===== src/rtl/assert_macros.svh =====
// Assertion helpers; each macro expands to one labelled concurrent assertion
// clocked on clk_i and held off while rst_ni is low.
`ifndef ASSERT_MACROS_SVH
`define ASSERT_MACROS_SVH

// Property must hold at every clock edge out of reset
`define ASSERT_ALWAYS(label, prop, msg) \
  label: assert property (@(posedge clk_i) disable iff (!rst_ni) (prop)) else $error(msg);

// Consequent must hold in the same cycle as the antecedent
`define ASSERT_IMPLIES(label, ante, cons, msg) \
  label: assert property (@(posedge clk_i) disable iff (!rst_ni) (ante) |-> (cons)) \
    else $error(msg);

// Consequent must hold in the cycle after the antecedent
`define ASSERT_NEXT(label, ante, cons, msg) \
  label: assert property (@(posedge clk_i) disable iff (!rst_ni) (ante) |=> (cons)) \
    else $error(msg);

`endif


===== src/rtl/rpct_pkg.sv =====
package rpct_pkg;

  // Field widths
  localparam int INFOSET_W   = 32;
  localparam int ACTION_W    = 4;
  localparam int REGRET_W    = 32;
  localparam int KEY_W       = INFOSET_W + ACTION_W;
  localparam int COOLDOWN_W  = 32;
  localparam int MASK_W      = 16;
  localparam int CFG_W       = 32;
  localparam int CFG_IDX_W   = 1;
  localparam int IN_TDATA_W  = 72;
  localparam int OUT_TDATA_W = 24;

  // Sizing defaults and limits
  localparam int TABLE_ENTRIES_DEF = 256;
  localparam int MAX_ACTIONS       = 16;

  // Register reset values
  localparam logic signed [REGRET_W-1:0]   THRESHOLD_RST = 32'shFFFF_0000;
  localparam logic        [COOLDOWN_W-1:0] INTERVAL_RST  = 32'd8;
  localparam logic signed [REGRET_W-1:0]   BEST_RST      = 32'sh8000_0000;

  // Configuration register indexes
  localparam logic [CFG_IDX_W-1:0] REG_PRUNE_THRESHOLD  = 1'b0;
  localparam logic [CFG_IDX_W-1:0] REG_REVISIT_INTERVAL = 1'b1;

  // Commands
  localparam logic CMD_EVALUATE = 1'b0;
  localparam logic CMD_QUERY    = 1'b1;

  // One table entry as held in the entry RAM
  typedef struct packed {
    logic [KEY_W-1:0]      key;
    logic [COOLDOWN_W-1:0] cooldown;
    logic                  pruned;
  } entry_t;

  localparam int ENTRY_W = $bits(entry_t);

  // Search unit status towards the sequencer
  typedef struct packed {
    logic done;
    logic found;
  } scan_st_t;

  // Sequencer states
  typedef enum logic [2:0] {
    ST_IDLE,
    ST_CHECK,
    ST_LOOK,
    ST_UPDATE,
    ST_FINISH,
    ST_RESCUE,
    ST_EMIT
  } state_e;

endpackage


===== src/rtl/rpct_scan.sv =====
module rpct_scan #(
  parameter int TABLE_ENTRIES = rpct_pkg::TABLE_ENTRIES_DEF
) (
  input  logic                             clk_i,
  input  logic                             rst_ni,
  input  logic                             start_i,
  input  logic [rpct_pkg::KEY_W-1:0]       key_i,
  input  logic [$clog2(TABLE_ENTRIES+1)-1:0] count_i,
  input  rpct_pkg::entry_t                 rdata_i,
  output logic [$clog2(TABLE_ENTRIES)-1:0] raddr_o,
  output rpct_pkg::scan_st_t               stat_o,
  output logic [$clog2(TABLE_ENTRIES)-1:0] slot_o,
  output rpct_pkg::entry_t                 entry_o
);

  localparam int AW = $clog2(TABLE_ENTRIES);
  localparam int CW = $clog2(TABLE_ENTRIES + 1);

  logic          busy_q, busy_d;
  logic          cmp_vld_q, cmp_vld_d;
  logic [CW-1:0] idx_q, idx_d;
  logic [AW-1:0] cmp_idx_q, cmp_idx_d;
  logic          done_q, done_d;
  logic          found_q, found_d;
  logic [AW-1:0] slot_q, slot_d;
  rpct_pkg::entry_t entry_q, entry_d;
  logic          issue;
  logic          hit;
  logic          miss_end;

  // Read of entry idx is issued in the cycle before its key compare
  assign issue    = busy_q && (idx_q < count_i);
  assign hit      = busy_q && cmp_vld_q && (rdata_i.key == key_i);
  assign miss_end = busy_q && !cmp_vld_q && !issue;
  assign raddr_o  = idx_q[AW-1:0];

  // Scan sequencing
  always_comb begin
    busy_d    = busy_q;
    cmp_vld_d = cmp_vld_q;
    idx_d     = idx_q;
    cmp_idx_d = cmp_idx_q;
    done_d    = 1'b0;
    found_d   = found_q;
    slot_d    = slot_q;
    entry_d   = entry_q;
    if (start_i) begin
      busy_d    = 1'b1;
      cmp_vld_d = 1'b0;
      idx_d     = '0;
    end else if (hit || miss_end) begin
      busy_d    = 1'b0;
      cmp_vld_d = 1'b0;
      done_d    = 1'b1;
      found_d   = hit;
      slot_d    = cmp_idx_q;
      entry_d   = rdata_i;
    end else if (busy_q) begin
      cmp_vld_d = issue;
      cmp_idx_d = idx_q[AW-1:0];
      if (issue) begin
        idx_d = idx_q + CW'(1);
      end
    end
  end

  // Control registers
  always_ff @(posedge clk_i or negedge rst_ni) begin
    if (!rst_ni) begin
      busy_q    <= 1'b0;
      cmp_vld_q <= 1'b0;
      done_q    <= 1'b0;
    end else begin
      busy_q    <= busy_d;
      cmp_vld_q <= cmp_vld_d;
      done_q    <= done_d;
    end
  end

  // Payload registers
  always_ff @(posedge clk_i) begin
    idx_q     <= idx_d;
    cmp_idx_q <= cmp_idx_d;
    found_q   <= found_d;
    slot_q    <= slot_d;
    entry_q   <= entry_d;
  end

  assign stat_o.done  = done_q;
  assign stat_o.found = found_q;
  assign slot_o       = slot_q;
  assign entry_o      = entry_q;

endmodule


===== config.mk =====
export PLATFORM = sky130hd
export DESIGN_NAME = rpct_scan
export DESIGN_NICKNAME = d
export VERILOG_FILES = /design/src/rtl/assert_macros.svh /design/src/rtl/rpct_pkg.sv /design/src/rtl/rpct_scan.sv
export SDC_FILE = /design/constraint.sdc
export NUM_CORES = 1
export LEC_CHECK = 0
export ABC_AREA = 0
export BUFFER_PORTS_ARGS = -buffer_cell sky130_fd_sc_hd__buf_2
export CORE_ASPECT_RATIO = 0.75
export CORE_MARGIN = 2
export CORE_UTILIZATION = 49
export DETAILED_ROUTE_END_ITERATION = 16
export PLACE_DENSITY_LB_ADDON = 0.1
export SETUP_SLACK_MARGIN = 0.5
export SYNTH_ARGS = -nofsm -noshare
export SYNTH_HDL_FRONTEND = slang
export SYNTH_SLANG_ARGS = --single-unit

===== constraint.sdc =====
create_clock -name clk_i -period 9.8 [get_ports clk_i]
set_clock_uncertainty 0.2 [all_clocks]
set_input_delay 0.98 -clock clk_i [delete_from_list [all_inputs] [get_ports clk_i]]
set_output_delay 0.98 -clock clk_i [all_outputs]
set_load 0.03 [all_outputs]

# Yosys cells after proc, flatten, opt, wreduce, memory -nomap -nowiden
# Index checks and enable logic that the tools add are counted.
# totals
regBits	98
inputBits	117
elab_cells	35
output_inout_bits	87
# classes
n_addsub	1
magnitude_cmp	1
n_bitwise	2
n_reduce_logical	13
n_mux	7
n_eq_ne	1
# ops
op	count
$eq 36x36->1	1
$add 9x1->9 const B	1
$lt 9x9->1	1
$mux 1	7
$reduce_and 3->1	2
$logic_and 1x1->1	5
$reduce_bool 3->1	1
$logic_not 1->1	2
$not 1->1	2
$reduce_and 2->1	1
$reduce_bool 2->1	1
$logic_or 1x1->1	1

# Logic depth before layout (Yosys ltp)
# Gate-level depths: netlist of the first run.
# depth
word_depth	7
mapped_depth	9
mapped_depth_nobuf	8

# Least setup slack after synthesis of the first run
# OpenSTA, ideal clock, no wires.
# synth_timing
kind	input to register
startpoint	input port key_i[28] (netlist name)
endpoint	register entry_q, in the netlist entry_o[0], enable pin
cell_stages	7
setup_time_ps	516
t_required_ps	9084
arrival_time_ps	5931
path_slack_ps	3153
n_path_buf	1
cell_sequence	xor2_1 -> or4_1 -> or4_4 -> nor4_4 -> buf_6 -> a31oi_1 -> nor2_1
# synth_via
elab_chain_len	4
# synth_rtl
element	line	text
from (decl)	rpct_scan.sv:7	input logic [rpct_pkg::KEY_W-1:0] key_i,
$eq 36x36->1	rpct_scan.sv:33	assign hit = busy_q && cmp_vld_q && (rdata_i.key == key_i);
$logic_and 1x1->1	rpct_scan.sv:33	
$logic_or 1x1->1	rpct_scan.sv:51	end else if (hit || miss_end) begin
$reduce_and 2->1 (no source line)	--	
to (signal assigned)	rpct_scan.sv:86	entry_q <= entry_d;
to (decl)	rpct_scan.sv:26	rpct_pkg::entry_t entry_q, entry_d;
# No other way between the ends.
# A chain may end at the register's enable or synchronous reset.

# Final worst setup path of the first run
# layout_timing
startpoint	input port key_i[28] (netlist name)
endpoint	register entry_q, in the netlist entry_o[6], enable pin
# Same word-level chain as after synthesis.

==> flow_summary_export.csv, run 1 <==
group,metric,value,unit
outcome,outcome,"complete, no violations",
cts,clkSinkCount,98,
global_routing,grt_pass1_wl,14500,um
setup_path,critPathArrivalTime,4.06,ns
route,drt_iter0_drc,106,
setup_path,r2r_cells,7,
synthesis,synthCells,269,
floorplanning,fp.dieH,83.0,um
setup_path,slowest_delay,0.77,ns
cts,post-cts-setup-buffer-count,0,
setup_path,path_cells,"buf_2, xor2_1, or4_1, or4_4, nor4_4, a31oi_1, nor2_4, buf_4",
layout,finish.net_count,597,
cts,cts_tree,"built",
setup_path,critPathRequiredTime,9.58,ns
layout,diodes,0,
synthesis,ys_async_sr_fraction,3.06,%
setup_path,worst-setup-path-type,"in -> reg",
synthesis,syn_nets,395,
synthesis,synth_top_cell_by_area,"edfxtp_1",
synthesis,synth_edf_count,86,
timing,totalNegativeSetupSlack,0,ns
setup_path,timing.rr.end,"entry_o[6]",
route,antenna_left,0,
route,vias,2864,
floorplanning,core,0.00799,mm^2
cts,ctsResizeCount,0,
pwr,pwr_density_cell,145,mW/mm^2
synthesis,synth.distinct_cells,40,
layout,fill_cells,603,
synthesis,ys_ff_latch,98,
synthesis,synth.top_cell.area_share,63.3,%
cts,cts.hold.buffers_added,0,
setup_path,crit_buf_inv,2,
global_routing,grt.total_usage,21.3,%
timing,worst_pin_slew,0.991,ns
cts,clock_tree.buffer_depth,2,
setup_path,cp_slowest_cell,"buf_4",
route,drc,0,
cts,cts_buffers,9,
layout,area_growth,30.5,%
timing,fmax,234,MHz
setup_path,regToRegSetupSlack,6.60,ns
setup_path,cp-startpoint,"key_i[28]",
route,detail_route.vias_per_cell,4.93,
floorplanning,ios,204,
timing,finalHoldWorstSlack,0.203,ns
route,routed_wl,9630,um
timing,post-route-min-period,4.28,ns
route,drt_pass1_iterations,4,
hold_path,hp-class,"in -> async",
global_routing,antenna_found_initial,0,
setup_path,cp_max_fo,79,
layout,drive_above_1_share,49.8,%
placed_design,place_congestion,0.834,
global_routing,grt_max_degree,80,
timing,hold_viol,0,
timing,setup_viol_count_final,0,
placed_design,pre_cts_ws,5.14,ns
timing,rsz0062_at_grt,"false",
timing,post-route-period-util,43.7,%
synthesis,synthesis.area,0.00408,mm^2
route,post_drt_wl_per_cell,16.6,um
timing,maxSlewHeadroom,33.9,%
timing,layout_setup_ws,5.52,ns
setup_path,start_kind,"primary input",
synthesis,synth_area_leaders,"edfxtp_1 63%, xor2_1 5.4%, dfxtp_1 4.4%",
synthesis,synth_ff_type,"edfxtp_1",
setup_path,endpoint_kind,"flip-flop",
pwr,total_leakage_power,2.32,nW
cts,clk_latency,0.35,ns
global_routing,grt_pass1_vias,2782,
floorplanning,start_util,51.1,%
cts,clock-root-buffer,"clkbuf_8",
cts,clk_pin_slew_worst_paths,0.09,ns
synthesis,syn_avg_cell_area,15.2,um^2
synthesis,yosysSeqAreaShare,69.5,%
pwr,ir_worst_vdd,0.0000757,V
setup_path,r2r_start,"busy_q",
placed_design,portBuffers,203,
setup_path,path_delay_family,"simple AND/OR/NAND/NOR gates",
cts,htreeDepth,3,
floorplanning,row_count,28,
floorplanning,die_w,109,um
global_routing,overflow,0,
timing,slew_violations,0,
placed_design,dp_hpwl,7460,um
synthesis,yosys_warnings,0,
flow_run,maxCapViolCount,0,
floorplanning,die-area,0.00908,mm^2
-- power by group --
part           switching (mW)  internal [mW]
logic                  0.0361         0.0323
registers             0.00389          0.458
clock network           0.145         0.0969
total                   0.185          0.587
-- through the flow --
| stage | util (%) | instance area, um^2 | instances | power [mW] |
|---|---|---|---|---|
| 6_report | 66.7 | 5330 | 581 | 0.772 |
| 3_5_place_dp | 64.4 | 5140 | 565 | 0.539 |
| 3_3_place_gp | 64.4 | 5140 | 565 | 0.537 |
| 5_1_grt | 66.7 | 5330 | 581 | 0.804 |
| 4_1_cts | 66.7 | 5330 | 581 | 0.780 |
| 2_1_floorplan | - | 4080 | 269 | 0.503 |
-- state kept, by name, summed over array words and instances (netlist names) --
| name | cells |
|---|---|
| cmp_vld_q | 1 |
| entry_o | 69 |
| idx_q | 9 |
| done_q | 1 |
| busy_q | 1 |
| found_q | 1 |
| slot_o | 8 |
| cmp_idx_q | 8 |
-- per-layer routing --
layer	vias to the layer above	track usage [%]	wire, um
met1	1324	27.7	4070
met4	0	5.41	76
met2	131	33.5	4600
li1	1401	-	-
met5	-	0	0
met3	8	8.08	880
-- worst max path at each step --
stage / end / slack (ns) / cells past startpoint
3_5_place_dp: entry_o[12] / 5.14 / 8
4_1_cts: entry_o[0] / 5.52 / 8
5_1_grt: entry_o[6] / 5.35 / 8
2_1_floorplan: entry_o[0] / 3.15 / 7
6_report: entry_o[6] / 5.52 / 8
3_3_place_gp: slot_o[1] / 5.19 / 8
-- layout by cell type, fill, tap and decap left out, types with 7 or more instances in the layout --
| cell type | instances |
|---|---|
| a21oi_1 | 9 |
| buf_2 | 203 |
| clkbuf_8 | 9 |
| dfxtp_1 | 9 |
| edfxtp_1 | 86 |
| ha_1 | 9 |
| inv_1 | 14 |
| nand3_1 | 8 |
| nor2b_1 | 13 |
| nor3_1 | 7 |
| nor4_1 | 9 |
| xnor2_1 | 8 |
| xor2_1 | 25 |
-- cells in the mapped netlist (3+ instances only) --
master / instances
a21o_1: 3
a21oi_1: 9
buf_4: 10
dfrtp_1: 3
dfxtp_1: 9
edfxtp_1: 86
ha_1: 9
inv_1: 14
mux2_4: 4
nand2_1: 6
nand3_1: 8
nand4_1: 6
nor2_1: 6
nor2b_1: 13
nor3_1: 7
nor3_2: 3
nor4_1: 9
o31ai_1: 4
or4_2: 4
xnor2_1: 8
xor2_1: 25
-- final cells by class --
class                   count  area (um^2)  area share, %
well taps                 105          131           2.47
multi-input cells         143         1090           20.5
flip-flops and latches     98         2840           53.3
clock buffers               9          124           2.33
repair buffers            205         1030           19.4
inverters                  14         52.6          0.987
clock inverters             7         58.8           1.10
-- logic make-up after synthesis --
group / synth area share, %
flip-flops: 69.5
AO/OA/AOI/OAI: 3.40
multiplexers: 1.72
XOR/XNOR: 7.08
adder cells (fa/ha/maj): 2.76
buffers and inverters: 3.92
AND/OR/NAND/NOR: 11.6
Power figures use the tool's default switching activity.
==> inputs of run 2 (changes only) <==
--- a/config.mk
+++ b/config.mk
@@ -9,7 +9,7 @@
 export BUFFER_PORTS_ARGS = -buffer_cell sky130_fd_sc_hd__buf_2
 export CORE_ASPECT_RATIO = 0.75
 export CORE_MARGIN = 2
-export CORE_UTILIZATION = 49
+export CORE_UTILIZATION = 46
 export DETAILED_ROUTE_END_ITERATION = 16
 export PLACE_DENSITY_LB_ADDON = 0.1
 export SETUP_SLACK_MARGIN = 0.5
==> constraint.sdc (replaced) <==
create_clock -name clk_i -period 4.1 [get_ports clk_i]
set_clock_uncertainty 0.2 [all_clocks]
set_input_delay 0.41 -clock clk_i [delete_from_list [all_inputs] [get_ports clk_i]]
set_output_delay 0.41 -clock clk_i [all_outputs]
set_load 0.03 [all_outputs]
==> run 2 against run 1 <==
- non-clock buffer count grew 3
- utilization shrank 2.5 points
- register-to-register slack lost 5.2 ns
- cell count grew 1.0%
- clock power grew to 3.2 times the previous value
- sequential share of layout area shrank 1.4 points
- critical path depth is the same
- critical path type is now reg -> reg
- largest power group unchanged
- highest routed layer unchanged
==> flow_summary_export.csv, run 2 (synthesized netlist as in run 1, its figures left out) <==
group,metric,value,unit
placed_design,dp_hpwl,7400,um
layout,drive_above_1_share,49.9,%
cts,post-cts-setup-buffer-count,0,
timing,slew_violations,0,
global_routing,grt.total_usage,19.6,%
layout,diodes,0,
setup_path,r2r_cells,8,
route,antenna_left,0,
route,vias,2898,
pwr,total_leakage_power,2.37,nW
timing,setup_viol_count_final,0,
setup_path,crit_buf_inv,1,
setup_path,critPathRequiredTime,3.90,ns
pwr,sequentialPowerShare,54.3,%
timing,hold_viol,0,
route,drt_pass1_iterations,4,
floorplanning,die-area,0.00965,mm^2
route,drc,0,
placed_design,place_inst,570,
timing,post-route-min-period,2.73,ns
layout,final_common_cell,"buf_2",
pwr,combPwrFrac,8.0,%
global_routing,grt_max_degree,55,
global_routing,grt_pass1_wl,14400,um
setup_path,critPathCapture,"cmp_idx_q[7]",
cts,clock-root-buffer,"clkbuf_16",
layout,area_growth,34.1,%
cts,cts_buffers,9,
setup_path,endpoint_kind,"flip-flop",
timing,maxSlewHeadroom,63.9,%
cts,htreeDepth,3,
setup_path,worst-setup-path-type,"reg -> reg",
setup_path,cp.depth,8,
cts,cts_tree,"built",
floorplanning,core,0.00853,mm^2
layout,largest_register_ff_count,69,
setup_path,start_kind,"flip-flop",
setup_path,path_cells,"ha_1, a21oi_1, o21ai_0, a31oi_1, o21ai_1, buf_4, a21oi_1, and3b_1",
global_routing,antenna_found_initial,0,
route,detail_route.vias_per_cell,4.94,
timing,rsz0062_at_grt,"false",
setup_path,regToRegSetupSlack,1.37,ns
layout,finish.net_count,600,
pwr,internal-power,1.59,mW
timing,worst_pin_slew,0.528,ns
flow_run,maxCapViolCount,0,
route,post_drt_wl_per_cell,16.1,um
route,routed_wl,9440,um
floorplanning,fp.dieH,85.6,um
setup_path,path_delay_family,"compound AO/OA/AOI/OAI gates",
pwr,p_clk_share,37.8,%
cts,clkSinkCount,98,
setup_path,slowest_delay,0.49,ns
timing,totalNegativeSetupSlack,0,ns
timing,finalHoldWorstSlack,0.0518,ns
pwr,sw_frac_of_total,21.9,%
floorplanning,row_count,29,
pwr,power,2.04,mW
placed_design,place_congestion,0.796,
hold_path,hp-class,"in -> reg",
setup_path,r2r_start,"idx_q[2]",
route,drt_iter0_drc,153,
pwr,ir_worst_vdd,0.000287,V
floorplanning,start_util,47.9,%
global_routing,grt_pass1_vias,2837,
layout,fill_cells,667,
cts,clk_pin_slew_worst_paths,0.07,ns
floorplanning,die_w,113,um
layout,final_util,64.2,%
setup_path,cp-startpoint,"idx_q[2]",
setup_path,cp_slowest_cell,"dfxtp_1",
setup_path,timing.rr.end,"cmp_idx_q[7]",
global_routing,overflow,0,
cts,clk_latency,0.33,ns
setup_path,cp_max_fo,14,
pwr,pwr_density_cell,372,mW/mm^2
pwr,switching_power,0.447,mW
cts,clock_tree.buffer_depth,2,
timing,fmax,367,MHz
outcome,outcome,"complete, no violations",
placed_design,portBuffers,203,
setup_path,cpMostUsedCell,"a21oi_1",
layout,final_cells,587,
layout,layout_common_cells,"203 x buf_2, 86 x edfxtp_1, 25 x xor2_1",
floorplanning,ios,204,
setup_path,critPathArrivalTime,2.52,ns
timing,post-route-period-util,66.5,%
==> run 2: worst min path at each step <==
stage	from	endpoint	slack, ns	depth (start not counted)
detailed placement	rst_ni	done_q	0.02	1
floorplan	rst_ni	busy_q	-0.09	0
global route	rdata_i[31]	entry_o[31]	0.03	1
CTS	rdata_i[4]	entry_o[4]	0.04	1
finish	rdata_i[19]	entry_o[19]	0.05	1
global placement	rst_ni	done_q	0.01	1
==> run 2: per-layer routing <==
layer	GRT usage, %	share of wire [%]	up-vias
met5	0	0	-
met4	6.76	1.6	0
met3	6.29	9.6	12
met2	31.4	47	136
met1	25.5	42	1346
li1	-	-	1404
==> run 2: per-stage QoR <==
step | cell area [um^2] | worst slack, ns
3_3_place_gp | 5190 | 1.11
6_report | 5470 | 1.37
2_1_floorplan | 4100 | 0.354
3_5_place_dp | 5190 | 1.05
5_1_grt | 5470 | 1.22
4_1_cts | 5470 | 1.37
==> run 2: final cells by class <==
| cell class | instances | area (um^2) | share of cell area [%] |
|---|---|---|---|
| Tap cell | 108 | 135 | 2.47 |
| Clock buffer | 11 | 233 | 4.25 |
| Inverter | 14 | 52.6 | 0.960 |
| Timing Repair Buffer | 208 | 1070 | 19.5 |
| Multi-Input combinational cell | 143 | 1110 | 20.2 |
| Sequential cell | 98 | 2840 | 51.9 |
| Clock inverter | 5 | 40.0 | 0.732 |
==> run 2: power groups by stage <==
stage          Combinational, mW  Sequential [mW]  Clock, mW
2_1_floorplan             0.0761             1.13          0
3_3_place_gp               0.159             1.13          0
5_1_grt                    0.181             1.11      0.828
4_1_cts                    0.164             1.10      0.791
6_report                   0.162             1.10      0.769
3_5_place_dp               0.162             1.13          0
==> run 2: repair_timing <==
item | CTS | global route
hold buffers | 1 | 0
endpoints found under the hold margin | 3 | 0
endpoints found under the setup margin | 0 | 0
resized for setup | 0 | 0
==> inputs of run 3 (changes only) <==
==> constraint.sdc (replaced) <==
create_clock -name clk_i -period 2.65 [get_ports clk_i]
set_clock_uncertainty 0.2 [all_clocks]
set_input_delay 0.265 -clock clk_i [delete_from_list [all_inputs] [get_ports clk_i]]
set_output_delay 0.265 -clock clk_i [all_outputs]
set_load 0.03 [all_outputs]
==> run 3 against run 2 <==
- clock power rose by 61%
- cell count rose by 17%
- sequential power up 55%
- total power grew 63%
- register-to-register slack got worse by 1.1 ns
- first-iteration DRC count is 51% higher
- highest routed layer unchanged
==> flow_summary_export.csv, run 3 (synthesized netlist as in run 1, its figures left out) <==
group,metric,value,unit
outcome,outcome,"complete, no violations",
timing,hold_viol,0,
route,routed_wl,12000,um
layout,area_growth,61.8,%
timing,layout_setup_ws,0.235,ns
global_routing,grt_max_degree,36,
layout,diodes,0,
setup_path,cp-startpoint,"key_i[28]",
timing,setup_viol_count_final,0,
floorplanning,die_w,113,um
setup_path,worst-setup-path-type,"in -> reg",
placed_design,pre_cts_ws,-0.110,ns
global_routing,overflow,0,
placed_design,dp_hpwl,7810,um
cts,clock_tree.buffer_depth,2,
placed_design,place_congestion,0.843,
setup_path,critPathRequiredTime,2.50,ns
layout,layout_common_cells,"201 x buf_2, 86 x edfxtp_1, 69 x dlygate4sd3_1",
pwr,ir_worst_vdd,0.000457,V
floorplanning,ios,204,
route,detail_route.vias_per_cell,4.90,
route,drc,0,
global_routing,use_met3,7.63,%
cts,clk_pin_slew_worst_paths,0.07,ns
setup_path,endpoint_kind,"flip-flop",
setup_path,slowest_delay,0.51,ns
layout,final_common_cell,"buf_2",
timing,maxSlewHeadroom,68.0,%
cts,clkSinkCount,98,
layout,final_cells,685,
placed_design,dpl_cell_area,0.00535,mm^2
layout,final_area,0.00660,mm^2
global_routing,grt_pass1_vias,3441,
layout,regArea,0.00284,mm^2
cts,clock-root-buffer,"clkbuf_16",
setup_path,path_delay_family,"simple AND/OR/NAND/NOR gates",
route,post_drt_wl_per_cell,17.6,um
hold_path,hp-start,"rdata_i[38]",
timing,post-route-period-util,91.1,%
floorplanning,die-area,0.00965,mm^2
setup_path,start_kind,"primary input",
pwr,pwr_density_cell,503,mW/mm^2
pwr,switching_power,0.767,mW
floorplanning,start_util,47.9,%
pwr,internal-power,2.56,mW
cts,htreeDepth,3,
setup_path,r2r_start,"idx_q[2]",
setup_path,crit_buf_inv,3,
placed_design,place_inst,587,
global_routing,grt.total_usage,24.8,%
timing,post-route-min-period,2.42,ns
pwr,sequentialPowerShare,51.1,%
route,drt_iter0_drc,231,
layout,multi_input_area,0.00122,mm^2
floorplanning,fp.dieH,85.6,um
timing,rsz0062_at_grt,"true",
timing,slew_violations,0,
layout,drive_above_1_share,49.6,%
layout,fill_cells,539,
global_routing,grt_pass1_wl,17900,um
global_routing,antenna_found_initial,0,
layout,largest_register_ff_count,69,
cts,cts_tree,"built",
hold_path,hp-class,"in -> reg",
global_routing,met2_usage,42.6,%
flow_run,maxCapViolCount,0,
floorplanning,core,0.00853,mm^2
route,antenna_left,0,
setup_path,cp_slowest_cell,"or4_1",
global_routing,grt-busiest-layer,"met2",
pwr,total_leakage_power,2.84,nW
pwr,p_clk_share,37.2,%
setup_path,cp_max_fo,18,
placed_design,portBuffers,203,
timing,totalNegativeSetupSlack,0,ns
setup_path,path_cells,"buf_6, xor2_2, or4_1, or4_4, nor4_4, a31oi_4, nor2_4, buf_12, buf_12",
global_routing,grt_use_met1,30.2,%
setup_path,cpMostUsedCell,"buf_12",
pwr,sw_frac_of_total,23.1,%
route,vias,3357,
timing,fmax,414,MHz
cts,cts_buffers,9,
floorplanning,row_count,29,
setup_path,critPathArrivalTime,2.27,ns
timing,worst_pin_slew,0.468,ns
route,drt_pass1_iterations,4,
layout,finish.net_count,698,
cts,clk_latency,0.34,ns
pwr,combPwrFrac,11.7,%
-- run 3: changes by cell type in the layout (fill, tap and decap cells not counted), sizes merged --
cell	change
dlygate4sd3	+68
buf	+29
clkinvlp	-3
clkinv	+2
inv	+2
-- run 3: area by class of cell --
class                           count  area share [%]
Sequential cell                    98            43.0
Timing Repair Buffer              306            31.4
Multi-Input combinational cell    143            18.5
Clock buffer                       10            3.47
Tap cell                          108            2.05
Inverter                           14           0.796
Clock inverter                      6           0.720
-- run 3: through the flow --
step | power, mW | hold slack [ns] | util [%]
floorplan | 1.86 | -0.231 | -
global placement | 2.01 | -0.125 | 62.7
detailed placement | 2.01 | -0.124 | 62.7
CTS | 3.33 | 0.00886 | 76.5
global route | 3.44 | 0.0104 | 77.4
finish | 3.32 | 0.0275 | 77.4
-- run 3: final timing paths --
kind / cells past startpoint / to / slack, ns
max reg2reg: 10 / entry_o[23] / 0.30
max in group asynchronous: 2 / busy_q / 2.04
min in group asynchronous: 2 / done_q / 0.07
min: 2 / entry_o[38] / 0.03
max: 9 / entry_o[23] / 0.23
min reg2reg: 0 / slot_o[6] / 0.22
-- run 3: timing repair --
| item | in CTS | in global routing |
|---|---|---|
| hold buffers | 69 | 0 |
| endpoints found under the hold margin | 71 | 0 |
| pin swaps | 9 | 3 |
| cloned | 1 | 2 |
| buffers inserted | 9 | 1 |
| setup endpoints to repair | 98 | 98 |
| resized for setup | 27 | 8 |
-- run 3: power groups by stage --
stage	combinational, mW	clock [mW]	sequential, mW
5_1_grt	0.420	1.32	1.70
6_report	0.388	1.24	1.70
3_5_place_dp	0.278	0	1.73
3_3_place_gp	0.272	0	1.73
4_1_cts	0.375	1.26	1.70
2_1_floorplan	0.119	0	1.74
-- run 3: metal layers --
metal	vias up	wire length, um
li1	1598	-
met1	1585	4770
met2	151	6040
met3	23	1000
met4	0	233
met5	-	0
